### config.mk
export PLATFORM = sky130hd
export DESIGN_NAME = header_context_table_lru_unit_flat
export DESIGN_NICKNAME = d
export VERILOG_FILES = /design/src/sv/hctl_pkg.sv /design/src/sv/hctl_if.sv /design/src/sv/hctl_ram.sv /design/src/sv/hctl_scan.sv /design/src/sv/header_context_table_lru_unit.sv /design/src/flat_wrapper.sv
export VERILOG_INCLUDE_DIRS = /design/src /design/src/sv
export SDC_FILE = /design/constraint.sdc
export NUM_CORES = 2
export LEC_CHECK = 0
export BUFFER_PORTS_ARGS = -buffer_cell sky130_fd_sc_hd__buf_2
export CORE_ASPECT_RATIO = 0.8
export CORE_MARGIN = 3
export CORE_UTILIZATION = 55
export CTS_BUF_LIST = sky130_fd_sc_hd__clkbuf_16
export CTS_CLUSTER_SIZE = 10
export DETAILED_ROUTE_END_ITERATION = 10
export HOLD_SLACK_MARGIN = 0.03
export PLACE_DENSITY = 0.71
export SYNTH_ARGS = -nofsm -noshare
export SYNTH_HDL_FRONTEND = slang
export SYNTH_SLANG_ARGS = --single-unit
export TNS_END_PERCENT = 20
### constraint.sdc
create_clock -name clk -period 14.4 [get_ports clk]
set_input_delay 2.88 -clock clk [delete_from_list [all_inputs] [get_ports clk]]
set_output_delay 2.88 -clock clk [all_outputs]
set_load 0.1 [all_outputs]
### src/sv/assert_macros.svh
// Assertion macros shared by the context table RTL.
// Every macro samples on clk and is disabled while rst_n is low.
`ifndef ASSERT_MACROS_SVH
`define ASSERT_MACROS_SVH

// Property checked on every rising clock edge outside reset.
`define ASSERT_CLK(label, prop, msg) \
    label: assert property (@(posedge clk) disable iff (!rst_n) prop) else $error(msg);

// Condition that must never be true outside reset.
`define ASSERT_NEVER(label, expr, msg) \
    label: assert property (@(posedge clk) disable iff (!rst_n) !(expr)) else $error(msg);

`endif

### src/sv/hctl_pkg.sv
// Package for the flow context table: field widths, codes and shared types.
// Used by the interfaces, the scan controller and the top level.
package hctl_pkg;

    localparam int PROFILE_W = 16;
    localparam int KEY_W     = 64;
    localparam int STAMP_W   = 32;
    localparam int CID_W     = 4;
    localparam int OUTCOME_W = 2;

    localparam logic [CID_W-1:0]     MAX_CID_RESET  = 4'd15;
    localparam logic [PROFILE_W-1:0] PROFILE_UNCOMP = 16'd0;

    // Result codes returned with each context identifier.
    typedef enum logic [OUTCOME_W-1:0] {
        OUT_HIT     = 2'd0,
        OUT_NEW     = 2'd1,
        OUT_REPLACE = 2'd2,
        OUT_UNCOMP  = 2'd3
    } outcome_t;

    // Lookup sequencer states.
    typedef enum logic [1:0] {
        ST_IDLE,
        ST_SCAN,
        ST_FINISH,
        ST_EMIT
    } ctrl_state_t;

    // One stored context as kept in the context RAM.
    typedef struct packed {
        logic [PROFILE_W-1:0] profile;
        logic [KEY_W-1:0]     key;
        logic [STAMP_W-1:0]   stamp;
    } entry_t;

    localparam int ENTRY_W = $bits(entry_t);

    // Finished result handed from the sequencer to the output register.
    typedef struct packed {
        logic             valid;
        logic [CID_W-1:0] cid;
        outcome_t         outcome;
    } res_t;

endpackage

### src/sv/hctl_if.sv
// Channel interfaces of the flow context table: lookup requests, results
// and the configuration write channel. Depends on hctl_pkg.
interface hctl_req_if import hctl_pkg::*; ();
    logic                 valid;
    logic                 ready;
    logic [PROFILE_W-1:0] profile_id;
    logic [KEY_W-1:0]     flow_key;
    logic [STAMP_W-1:0]   now_ms;

    modport source (output valid, output profile_id, output flow_key, output now_ms,
                    input ready);
    modport sink   (input valid, input profile_id, input flow_key, input now_ms,
                    output ready);
endinterface

interface hctl_rsp_if import hctl_pkg::*; ();
    logic                 valid;
    logic                 ready;
    logic [CID_W-1:0]     cid;
    logic [OUTCOME_W-1:0] outcome;

    modport source (output valid, output cid, output outcome, input ready);
    modport sink   (input valid, input cid, input outcome, output ready);
endinterface

interface hctl_cfg_if import hctl_pkg::*; ();
    logic             valid;
    logic             ready;
    logic [CID_W-1:0] max_cid;

    modport source (output valid, output max_cid, input ready);
    modport sink   (input valid, input max_cid, output ready);
endinterface

### src/sv/hctl_ram.sv
// Generic single-write, single-read synchronous RAM with registered read data.
// No dependencies.
module hctl_ram #(
    parameter int WIDTH = 8,
    parameter int DEPTH = 16
) (
    input  logic                     clk,
    input  logic                     we,
    input  logic [$clog2(DEPTH)-1:0] waddr,
    input  logic [WIDTH-1:0]         wdata,
    input  logic [$clog2(DEPTH)-1:0] raddr,
    output logic [WIDTH-1:0]         rdata
);

    logic [WIDTH-1:0] mem [DEPTH];

    // Write port and registered read port.
    always_ff @(posedge clk)
    begin
        if (we)
        begin
            mem[waddr] <= wdata;
        end
        rdata <= mem[raddr];
    end

endmodule

### src/sv/hctl_scan.sv
// Lookup sequencer: for a compressed profile it scans the context RAM one entry per cycle
// for a hit, the lowest free slot and the oldest stamp, then writes the chosen entry back.
// Depends on hctl_pkg, hctl_if and assert_macros.svh.
`include "assert_macros.svh"

module hctl_scan import hctl_pkg::*; #(
    parameter int CONTEXTS = 16
) (
    input  logic                        clk,
    input  logic                        rst_n,
    hctl_req_if.sink                    req,
    input  logic [CID_W-1:0]            max_cid,
    output res_t                        res,
    input  logic                        res_ready,
    output logic                        ram_we,
    output logic [$clog2(CONTEXTS)-1:0] ram_waddr,
    output logic [ENTRY_W-1:0]          ram_wdata,
    output logic [$clog2(CONTEXTS)-1:0] ram_raddr,
    input  logic [ENTRY_W-1:0]          ram_rdata
);

    localparam int AW = $clog2(CONTEXTS);
    localparam int CID_TOP = (1 << CID_W) - 1;
    localparam logic [CID_W-1:0] LIM_MAX =
        (CONTEXTS - 1 < CID_TOP) ? CID_W'(CONTEXTS - 1) : CID_W'(CID_TOP);
    localparam logic [CID_W-1:0] CID_ONE = CID_W'(1);

    ctrl_state_t state_reg, state_next;

    logic [CONTEXTS-1:0]  valid_reg, valid_next;
    logic [PROFILE_W-1:0] prof_reg, prof_next;
    logic [KEY_W-1:0]     key_reg, key_next;
    logic [STAMP_W-1:0]   now_reg, now_next;
    logic [CID_W-1:0]     lim_reg, lim_next;
    logic [CID_W-1:0]     idx_reg, idx_next;
    logic                 hit_found_reg, hit_found_next;
    logic [CID_W-1:0]     hit_idx_reg, hit_idx_next;
    logic                 free_found_reg, free_found_next;
    logic [CID_W-1:0]     free_idx_reg, free_idx_next;
    logic [CID_W-1:0]     old_idx_reg, old_idx_next;
    logic [STAMP_W-1:0]   old_stamp_reg, old_stamp_next;
    logic [CID_W-1:0]     res_cid_reg, res_cid_next;
    outcome_t             res_outcome_reg, res_outcome_next;

    entry_t           ent;
    logic             ent_valid;
    logic             ent_match;
    logic             req_accept;
    logic [CID_W-1:0] lim_calc;
    logic [CID_W-1:0] chosen;
    outcome_t         chosen_outcome;

    assign req.ready  = (state_reg == ST_IDLE);
    assign req_accept = req.valid && req.ready;

    // Effective limit: max_cid clamped into 1..LIM_MAX, the lesser of CONTEXTS-1 and the largest context id.
    always_comb
    begin
        if (max_cid == '0)
        begin
            lim_calc = CID_ONE;
        end
        else if (max_cid > LIM_MAX)
        begin
            lim_calc = LIM_MAX;
        end
        else
        begin
            lim_calc = max_cid;
        end
    end

    // Entry under comparison: RAM data returned for idx_reg.
    assign ent       = entry_t'(ram_rdata);
    assign ent_valid = valid_reg[AW'(idx_reg)];
    assign ent_match = ent_valid && (ent.profile == prof_reg) && (ent.key == key_reg);

    // Final choice: hit first, then lowest free slot, then oldest entry.
    always_comb
    begin
        priority if (hit_found_reg)
        begin
            chosen         = hit_idx_reg;
            chosen_outcome = OUT_HIT;
        end
        else if (free_found_reg)
        begin
            chosen         = free_idx_reg;
            chosen_outcome = OUT_NEW;
        end
        else
        begin
            chosen         = old_idx_reg;
            chosen_outcome = OUT_REPLACE;
        end
    end

    // Next state, scan bookkeeping and RAM access.
    always_comb
    begin
        state_next       = state_reg;
        valid_next       = valid_reg;
        prof_next        = prof_reg;
        key_next         = key_reg;
        now_next         = now_reg;
        lim_next         = lim_reg;
        idx_next         = idx_reg;
        hit_found_next   = hit_found_reg;
        hit_idx_next     = hit_idx_reg;
        free_found_next  = free_found_reg;
        free_idx_next    = free_idx_reg;
        old_idx_next     = old_idx_reg;
        old_stamp_next   = old_stamp_reg;
        res_cid_next     = res_cid_reg;
        res_outcome_next = res_outcome_reg;
        ram_we           = 1'b0;
        ram_waddr        = AW'(chosen);
        ram_wdata        = {prof_reg, key_reg, now_reg};
        ram_raddr        = AW'(idx_reg + CID_ONE);
        res.valid        = 1'b0;
        res.cid          = res_cid_reg;
        res.outcome      = res_outcome_reg;

        unique case (state_reg)
            ST_IDLE:
            begin
                // Entry 1 is read as the request is taken.
                ram_raddr = AW'(CID_ONE);
                if (req_accept)
                begin
                    if (req.profile_id == PROFILE_UNCOMP)
                    begin
                        res_cid_next     = '0;
                        res_outcome_next = OUT_UNCOMP;
                        state_next       = ST_EMIT;
                    end
                    else
                    begin
                        prof_next       = req.profile_id;
                        key_next        = req.flow_key;
                        now_next        = req.now_ms;
                        lim_next        = lim_calc;
                        idx_next        = CID_ONE;
                        hit_found_next  = 1'b0;
                        free_found_next = 1'b0;
                        state_next      = ST_SCAN;
                    end
                end
            end

            ST_SCAN:
            begin
                // First match and first free slot win.
                if (ent_match && !hit_found_reg)
                begin
                    hit_found_next = 1'b1;
                    hit_idx_next   = idx_reg;
                end
                if (!ent_valid && !free_found_reg)
                begin
                    free_found_next = 1'b1;
                    free_idx_next   = idx_reg;
                end
                // Strictly smaller stamp replaces, so the lowest index wins ties.
                if ((idx_reg == CID_ONE) || (ent.stamp < old_stamp_reg))
                begin
                    old_idx_next   = idx_reg;
                    old_stamp_next = ent.stamp;
                end
                if (idx_reg == lim_reg)
                begin
                    state_next = ST_FINISH;
                end
                else
                begin
                    idx_next = idx_reg + CID_ONE;
                end
            end

            ST_FINISH:
            begin
                // On a hit profile and key are unchanged, so the whole word is rewritten.
                ram_we                    = 1'b1;
                valid_next[AW'(chosen)]   = 1'b1;
                res_cid_next              = chosen;
                res_outcome_next          = chosen_outcome;
                state_next                = ST_EMIT;
            end

            ST_EMIT:
            begin
                res.valid = 1'b1;
                if (res_ready)
                begin
                    state_next = ST_IDLE;
                end
            end

            default:
            begin
                state_next = ST_IDLE;
            end
        endcase
    end

    // Control state.
    always_ff @(posedge clk or negedge rst_n)
    begin
        if (!rst_n)
        begin
            state_reg <= ST_IDLE;
            valid_reg <= '0;
        end
        else
        begin
            state_reg <= state_next;
            valid_reg <= valid_next;
        end
    end

    // Request copy and scan bookkeeping.
    always_ff @(posedge clk)
    begin
        prof_reg        <= prof_next;
        key_reg         <= key_next;
        now_reg         <= now_next;
        lim_reg         <= lim_next;
        idx_reg         <= idx_next;
        hit_found_reg   <= hit_found_next;
        hit_idx_reg     <= hit_idx_next;
        free_found_reg  <= free_found_next;
        free_idx_reg    <= free_idx_next;
        old_idx_reg     <= old_idx_next;
        old_stamp_reg   <= old_stamp_next;
        res_cid_reg     <= res_cid_next;
        res_outcome_reg <= res_outcome_next;
    end

    // The scan never runs past the limit taken with the request.
    `ASSERT_CLK(a_scan_in_limit, (state_reg == ST_SCAN) |-> (idx_reg <= lim_reg && idx_reg != '0), "scan index outside 1..limit")

    // The entry just written back is marked valid.
    `ASSERT_CLK(a_chosen_valid, (state_reg == ST_FINISH) |=> valid_reg[AW'(res_cid_reg)], "chosen context not marked valid")

    // A compressed result names a context inside the allowed range.
    `ASSERT_CLK(a_cid_range, (state_reg == ST_EMIT && res_outcome_reg != OUT_UNCOMP) |-> (res_cid_reg != '0 && res_cid_reg <= lim_reg), "context id outside 1..limit")

endmodule

### src/sv/header_context_table_lru_unit.sv
// Top level of the flow context table with least-recently-used replacement.
// Depends on hctl_pkg, hctl_if, hctl_ram and hctl_scan.
//
//   channel  direction  payload                         handshake
//   req      in         profile_id, flow_key, now_ms    valid / ready
//   rsp      out        cid, outcome                    valid / ready
//   cfg      in         max_cid                         valid / ready (always ready)
//
// A compressed request is taken, entries 1..limit are read from the context
// RAM, the chosen entry is written back and the result is handed to the
// output register. An uncompressed request goes straight to the hand-over.
// Reset clears the valid bits rather than the RAM, which needs no clearing.
// A stalled result waits in the output register while the next request is
// taken; it then holds the sequencer in its final state until the slot frees.

module header_context_table_lru_unit import hctl_pkg::*; #(
    parameter int CONTEXTS = 16
) (
    input  logic        clk,
    input  logic        rst_n,
    hctl_req_if.sink    req,
    hctl_rsp_if.source  rsp,
    hctl_cfg_if.sink    cfg
);

    localparam int AW = $clog2(CONTEXTS);

    logic [CID_W-1:0]   max_cid_reg;
    res_t               res;
    logic               res_ready;
    logic               out_valid_reg;
    logic [CID_W-1:0]   out_cid_reg;
    outcome_t           out_outcome_reg;
    logic               ram_we;
    logic [AW-1:0]      ram_waddr;
    logic [ENTRY_W-1:0] ram_wdata;
    logic [AW-1:0]      ram_raddr;
    logic [ENTRY_W-1:0] ram_rdata;

    // Configuration register.
    assign cfg.ready = 1'b1;

    always_ff @(posedge clk or negedge rst_n)
    begin
        if (!rst_n)
        begin
            max_cid_reg <= MAX_CID_RESET;
        end
        else if (cfg.valid && cfg.ready)
        begin
            max_cid_reg <= cfg.max_cid;
        end
    end

    // Context storage: profile, key and stamp of every entry.
    hctl_ram #(
        .WIDTH (ENTRY_W),
        .DEPTH (CONTEXTS)
    ) u_ram (
        .clk   (clk),
        .we    (ram_we),
        .waddr (ram_waddr),
        .wdata (ram_wdata),
        .raddr (ram_raddr),
        .rdata (ram_rdata)
    );

    // Lookup sequencer.
    hctl_scan #(
        .CONTEXTS (CONTEXTS)
    ) u_scan (
        .clk       (clk),
        .rst_n     (rst_n),
        .req       (req),
        .max_cid   (max_cid_reg),
        .res       (res),
        .res_ready (res_ready),
        .ram_we    (ram_we),
        .ram_waddr (ram_waddr),
        .ram_wdata (ram_wdata),
        .ram_raddr (ram_raddr),
        .ram_rdata (ram_rdata)
    );

    // Output register decouples the sequencer from the result consumer.
    assign res_ready = !out_valid_reg || rsp.ready;

    always_ff @(posedge clk or negedge rst_n)
    begin
        if (!rst_n)
        begin
            out_valid_reg <= 1'b0;
        end
        else if (res_ready)
        begin
            out_valid_reg <= res.valid;
        end
    end

    always_ff @(posedge clk)
    begin
        if (res_ready && res.valid)
        begin
            out_cid_reg     <= res.cid;
            out_outcome_reg <= res.outcome;
        end
    end

    assign rsp.valid   = out_valid_reg;
    assign rsp.cid     = out_cid_reg;
    assign rsp.outcome = OUTCOME_W'(out_outcome_reg);

endmodule
### src/flat_wrapper.sv
// flat-port wrapper written by rule: the top's interface ports become plain ports
module header_context_table_lru_unit_flat import hctl_pkg::*;
#(
    parameter int CONTEXTS = 16
)
  (clk, rst_n, req_valid, req_profile_id, req_flow_key, req_now_ms, req_ready, rsp_valid, rsp_cid, rsp_outcome, rsp_ready, cfg_valid, cfg_max_cid, cfg_ready);
  hctl_req_if req_i ();
  hctl_rsp_if rsp_i ();
  hctl_cfg_if cfg_i ();
  input  logic clk;
  input  logic rst_n;
  input wire logic [$bits(req_i.valid)-1:0] req_valid;
  input wire logic [$bits(req_i.profile_id)-1:0] req_profile_id;
  input wire logic [$bits(req_i.flow_key)-1:0] req_flow_key;
  input wire logic [$bits(req_i.now_ms)-1:0] req_now_ms;
  output wire logic [$bits(req_i.ready)-1:0] req_ready;
  output wire logic [$bits(rsp_i.valid)-1:0] rsp_valid;
  output wire logic [$bits(rsp_i.cid)-1:0] rsp_cid;
  output wire logic [$bits(rsp_i.outcome)-1:0] rsp_outcome;
  input wire logic [$bits(rsp_i.ready)-1:0] rsp_ready;
  input wire logic [$bits(cfg_i.valid)-1:0] cfg_valid;
  input wire logic [$bits(cfg_i.max_cid)-1:0] cfg_max_cid;
  output wire logic [$bits(cfg_i.ready)-1:0] cfg_ready;
  assign req_i.valid = req_valid;
  assign req_i.profile_id = req_profile_id;
  assign req_i.flow_key = req_flow_key;
  assign req_i.now_ms = req_now_ms;
  assign req_ready = req_i.ready;
  assign rsp_valid = rsp_i.valid;
  assign rsp_cid = rsp_i.cid;
  assign rsp_outcome = rsp_i.outcome;
  assign rsp_i.ready = rsp_ready;
  assign cfg_i.valid = cfg_valid;
  assign cfg_i.max_cid = cfg_max_cid;
  assign cfg_ready = cfg_i.ready;
  header_context_table_lru_unit #(.CONTEXTS(CONTEXTS)) u_core (.clk(clk), .rst_n(rst_n), .req(req_i), .rsp(rsp_i), .cfg(cfg_i));
endmodule
==> summary.txt <==
Cells and area
  – Share of final-layout standard cells stronger than drive strength 1: 12.46%
  – Final Net Count: 4977
  – Top library cells by usage in the layout, fill and taps aside: sky130_fd_sc_hd__edfxtp_1 (1970), sky130_fd_sc_hd__nand2_1 (455), sky130_fd_sc_hd__mux2i_1 (448)
  – Largest register FFs: 1792
  – Layout-stage area growth over the synthesis result: 11.41%
  – Leading cell type in the layout, fill and taps excluded: sky130_fd_sc_hd__edfxtp_1

Timing
  – Post-route minimum period: 5.482 ns
  – Tightest slew margin relative to the limit: 12.73%
  – Number of hold-slack violations in the final timing report: 0
  – Unrepaired setup endpoints after global routing: no
  – Aggregate negative setup slack: 0 ns
  – Clock skew: 0.02770 ns
  – Final Max Tran Viols: 0
  – Post-route clock period utilization: 38.07%
  – Worst-Margin Slew: 1.298 ns
  – Final worst setup slack: 8.918 ns
  – Final setup violation count: 0
  – Timing-limited maximum frequency: 182.4 MHz

Synthesis
  – Gate count after technology mapping: 4659
  – Number of warning messages in the yosys log: 0
  – Leading register cell type out of synthesis: sky130_fd_sc_hd__edfxtp_1
  – Post-synthesis async set-or-reset flop share: 1.093%
  – Number of enable-type register cells in the synthesized netlist: 1970
  – Largest family of logic cells by synthesized area: multiplexers
  – Post-synth cell types: 46
  – Simple-Gate Fraction of Synth Area: 4.800%
  – Mapped Nets: 4817
  – Xor and xnor area share after synthesis: 0.6291%
  – Seq/Total Area, Yosys: 76.75%
  – Synthesized-area fraction occupied by ao, oa, aoi and oai cells: 6.443%
  – Largest area contributor in the synthesized netlist: sky130_fd_sc_hd__edfxtp_1
  – Leading post-synthesis cells by cell area: sky130_fd_sc_hd__edfxtp_1 (73%), sky130_fd_sc_hd__mux2i_1 (5.6%), sky130_fd_sc_hd__mux4_2 (3.3%)
  – Area share of fa/ha/maj cells after synthesis: 0.5733%
  – Cell area after synthesis: 80750 um2
  – Avg Inst Size Synth: 17.33 um2
  – Flip-flop and latch count after synthesis: 2105
  – Portion of netlist area occupied by mux cells: 8.928%
  – Yosys top cell area share: 73.26%

Routing
  – Highest routed metal layer: met5
  – Number of remaining DRC errors: 0
  – First drt pass iteration count: 5
  – Number of vias in the routed layout: 42443
  – Total wire length: 186900 um
  – Total length of routed met2 wires: 85430 um
  – Vias per inst: 6.152
  – Mean routed wirelength per cell: 27.09 um
  – Detailed Route Iter0 Violations: 5012
  – Wire length on met1: 80280 um
  – Remaining antenna violation count after routing: 0
  – Sum of met3 wire segment lengths after detailed routing: 17440 um

Critical path
  – Slowest cell on the critical path: sky130_fd_sc_hd__nor2b_4
  – Startpoint class of the critical path: register
  – Type of destination of the critical path: register
  – Cell depth of the worst flop-to-flop path: 8
  – Crit path max-delay family: buffers and inverters
  – Number of logic stages on the critical path including buffering: 8
  – Arrival time worst endpoint: 6.18 ns
  – CP cell instances: inv_1, ha_1, nor2b_4, buf_4, buf_12, buf_12, mux4_2, mux4_2
  – Delay of the slowest cell on the worst path: 0.84 ns
  – Critical path class: register to register
  – Required time of the worst setup path: 15.10 ns
  – Max Fanout on Critical Path: 147
  – Buffering stage count on the worst path with inverters included: 4

Clock network
  – CTS tree: done
  – Number of cells upsized or downsized after cts: 0
  – Clk Latency, worst-skew pair: 0.84 ns
  – CTS HTree Levels: 4
  – Number of sinks handled by clock tree synthesis: 2105
  – Clock Root Buffer: sky130_fd_sc_hd__clkbuf_16
  – Count of hold-fix buffers inserted at cts: 0
  – Number of CTS-inserted buffers: 230
  – Post-CTS setup buffers: 0
  – Max Root-Sink Buffers: 3
  – Clock transition at the register clock pins on the worst setup and hold paths after CTS: 0.06 ns

Floorplan
  – Placeable core region: 145500 um2
  – Die Area: 151500 um2
  – Die width: 434.4 um
  – Row count: 125
  – Chip Height: 348.7 um
  – Initial core utilization: 55.52%
  – Ports placed on the boundary: 130

Placed design
  – Quantity of I/O buffers inserted on ports: 128
  – Placer congestion estimate: 0.7687
  – Setup slack after placement: 8.750 ns
  – Detailed Place HPWL: 91790 um

Hold path
  – Hold-critical path depth: 0
  – Worst min-delay path category: register to register

Global routing
  – Maximum number of pins on one net before global-route repair: 148
  – Vias in the first global route: 41242
  – Antenna violations before repair: 5
  – Combined global-route utilization of all metal layers: 24.65%
  – Total grt overflow: 0
  – Wire length of the first global-routing pass: 273500 um

Flow run
  – Max-cap violations: 0

Power and ir drop
  – Power per standard cell area: 218.5 nW/um2
  – Worst ir drop on vdd: 0.3604 mV
  – Leak: 30.69 nW

Outcome
  – Status: finished, final reports clean
-- worst paths after layout --
| kind | from | end | slack, ns |
|---|---|---|---|
| setup / recovery | u_core.u_scan.state_reg[1] | u_core.u_ram.rdata[110] | 8.92 |
| hold / removal | u_core.u_scan.res_cid_reg[1] | u_core.rsp.cid[1] | 0.41 |
| setup reg to reg | u_core.u_scan.state_reg[1] | u_core.u_ram.rdata[110] | 8.92 |
| hold reg to reg | u_core.u_scan.res_cid_reg[1] | u_core.rsp.cid[1] | 0.41 |
| max in group asynchronous | rst_n | u_core.u_scan.valid_reg[6] | 11.98 |
| min in group asynchronous | rst_n | u_core.rsp.valid | 2.03 |
-- where the power goes --
group          switching (mW)  total, mW  internal (mW)  leakage [nW]
sequential              0.444       8.03           7.59          19.0
clock                    2.26       5.14           2.88          3.80
combinational            4.08       6.48           2.40          7.90
-- layout make-up --
type	count	area (um2)
fillers	10230	55480
clock inverters	173	848.3
multi-input cells	2221	17430
well taps	1905	2384
clock buffers	231	5781
flip-flops and latches	2105	61980
repair buffers	208	1341
inverters	53	198.9
diodes	3	7.507
-- layer usage --
metal / GRT usage (%) / up-vias
met5: 0 / -
met4: 6.614 / 2
met3: 5.334 / 253
met2: 36.98 / 1875
met1: 36.97 / 21634
li1: - / 18679
-- synthesized netlist by cell type, types with 4 or more instances --
library cell,instances
sky130_fd_sc_hd__o22ai_1,4
sky130_fd_sc_hd__a311oi_1,111
sky130_fd_sc_hd__nor4_1,19
sky130_fd_sc_hd__a2111oi_0,6
sky130_fd_sc_hd__edfxtp_1,1970
sky130_fd_sc_hd__nor2b_1,248
sky130_fd_sc_hd__mux2_2,4
sky130_fd_sc_hd__buf_6,13
sky130_fd_sc_hd__nor3_1,4
sky130_fd_sc_hd__dfrtp_1,19
sky130_fd_sc_hd__o21ai_0,11
sky130_fd_sc_hd__clkbuf_1,148
sky130_fd_sc_hd__nand2_1,456
sky130_fd_sc_hd__mux2i_1,448
sky130_fd_sc_hd__o221ai_1,5
sky130_fd_sc_hd__inv_1,53
sky130_fd_sc_hd__buf_4,17
sky130_fd_sc_hd__nand4_1,15
sky130_fd_sc_hd__nor2_1,37
sky130_fd_sc_hd__mux4_2,119
sky130_fd_sc_hd__nand2b_1,14
sky130_fd_sc_hd__a21o_1,10
sky130_fd_sc_hd__xnor2_1,8
sky130_fd_sc_hd__dfstp_2,4
sky130_fd_sc_hd__buf_1,24
sky130_fd_sc_hd__buf_2,78
sky130_fd_sc_hd__a21oi_1,132
sky130_fd_sc_hd__ha_1,37
sky130_fd_sc_hd__o21bai_1,4
sky130_fd_sc_hd__dfxtp_1,112
sky130_fd_sc_hd__or2_2,13
sky130_fd_sc_hd__xor2_1,50
sky130_fd_sc_hd__a211oi_1,334
sky130_fd_sc_hd__a31oi_1,111
-- per-stage QoR --
| step | utilization [%] | cells | cell area [um2] | power, mW | hold slack, ns |
|---|---|---|---|---|---|
| 5_1_grt | 61.85 | 6898 | 89970 | 20.61 | 0.4285 |
| 4_1_cts | 61.85 | 6896 | 89960 | 19.73 | 0.4183 |
| 2_1_floorplan | - | 4659 | 80750 | 12.83 | 0.4003 |
| 3_3_place_gp | 57.29 | 6492 | 83330 | 14.46 | 0.4066 |
| 3_5_place_dp | 57.29 | 6492 | 83330 | 14.59 | 0.4045 |
| 6_report | 61.85 | 6899 | 89970 | 19.66 | 0.4148 |
-- cells by family (layout without fill, tap and decap cells) --
kind of cell,after synthesis,in the layout
mux,571,571
fa+ha+maj,37,37
other cells,1,4
simple gates,817,817
buf+inv,333,665
compound gates,737,737
xor+xnor,58,58
flops,2105,2105
(Power assumes the default switching activity.)
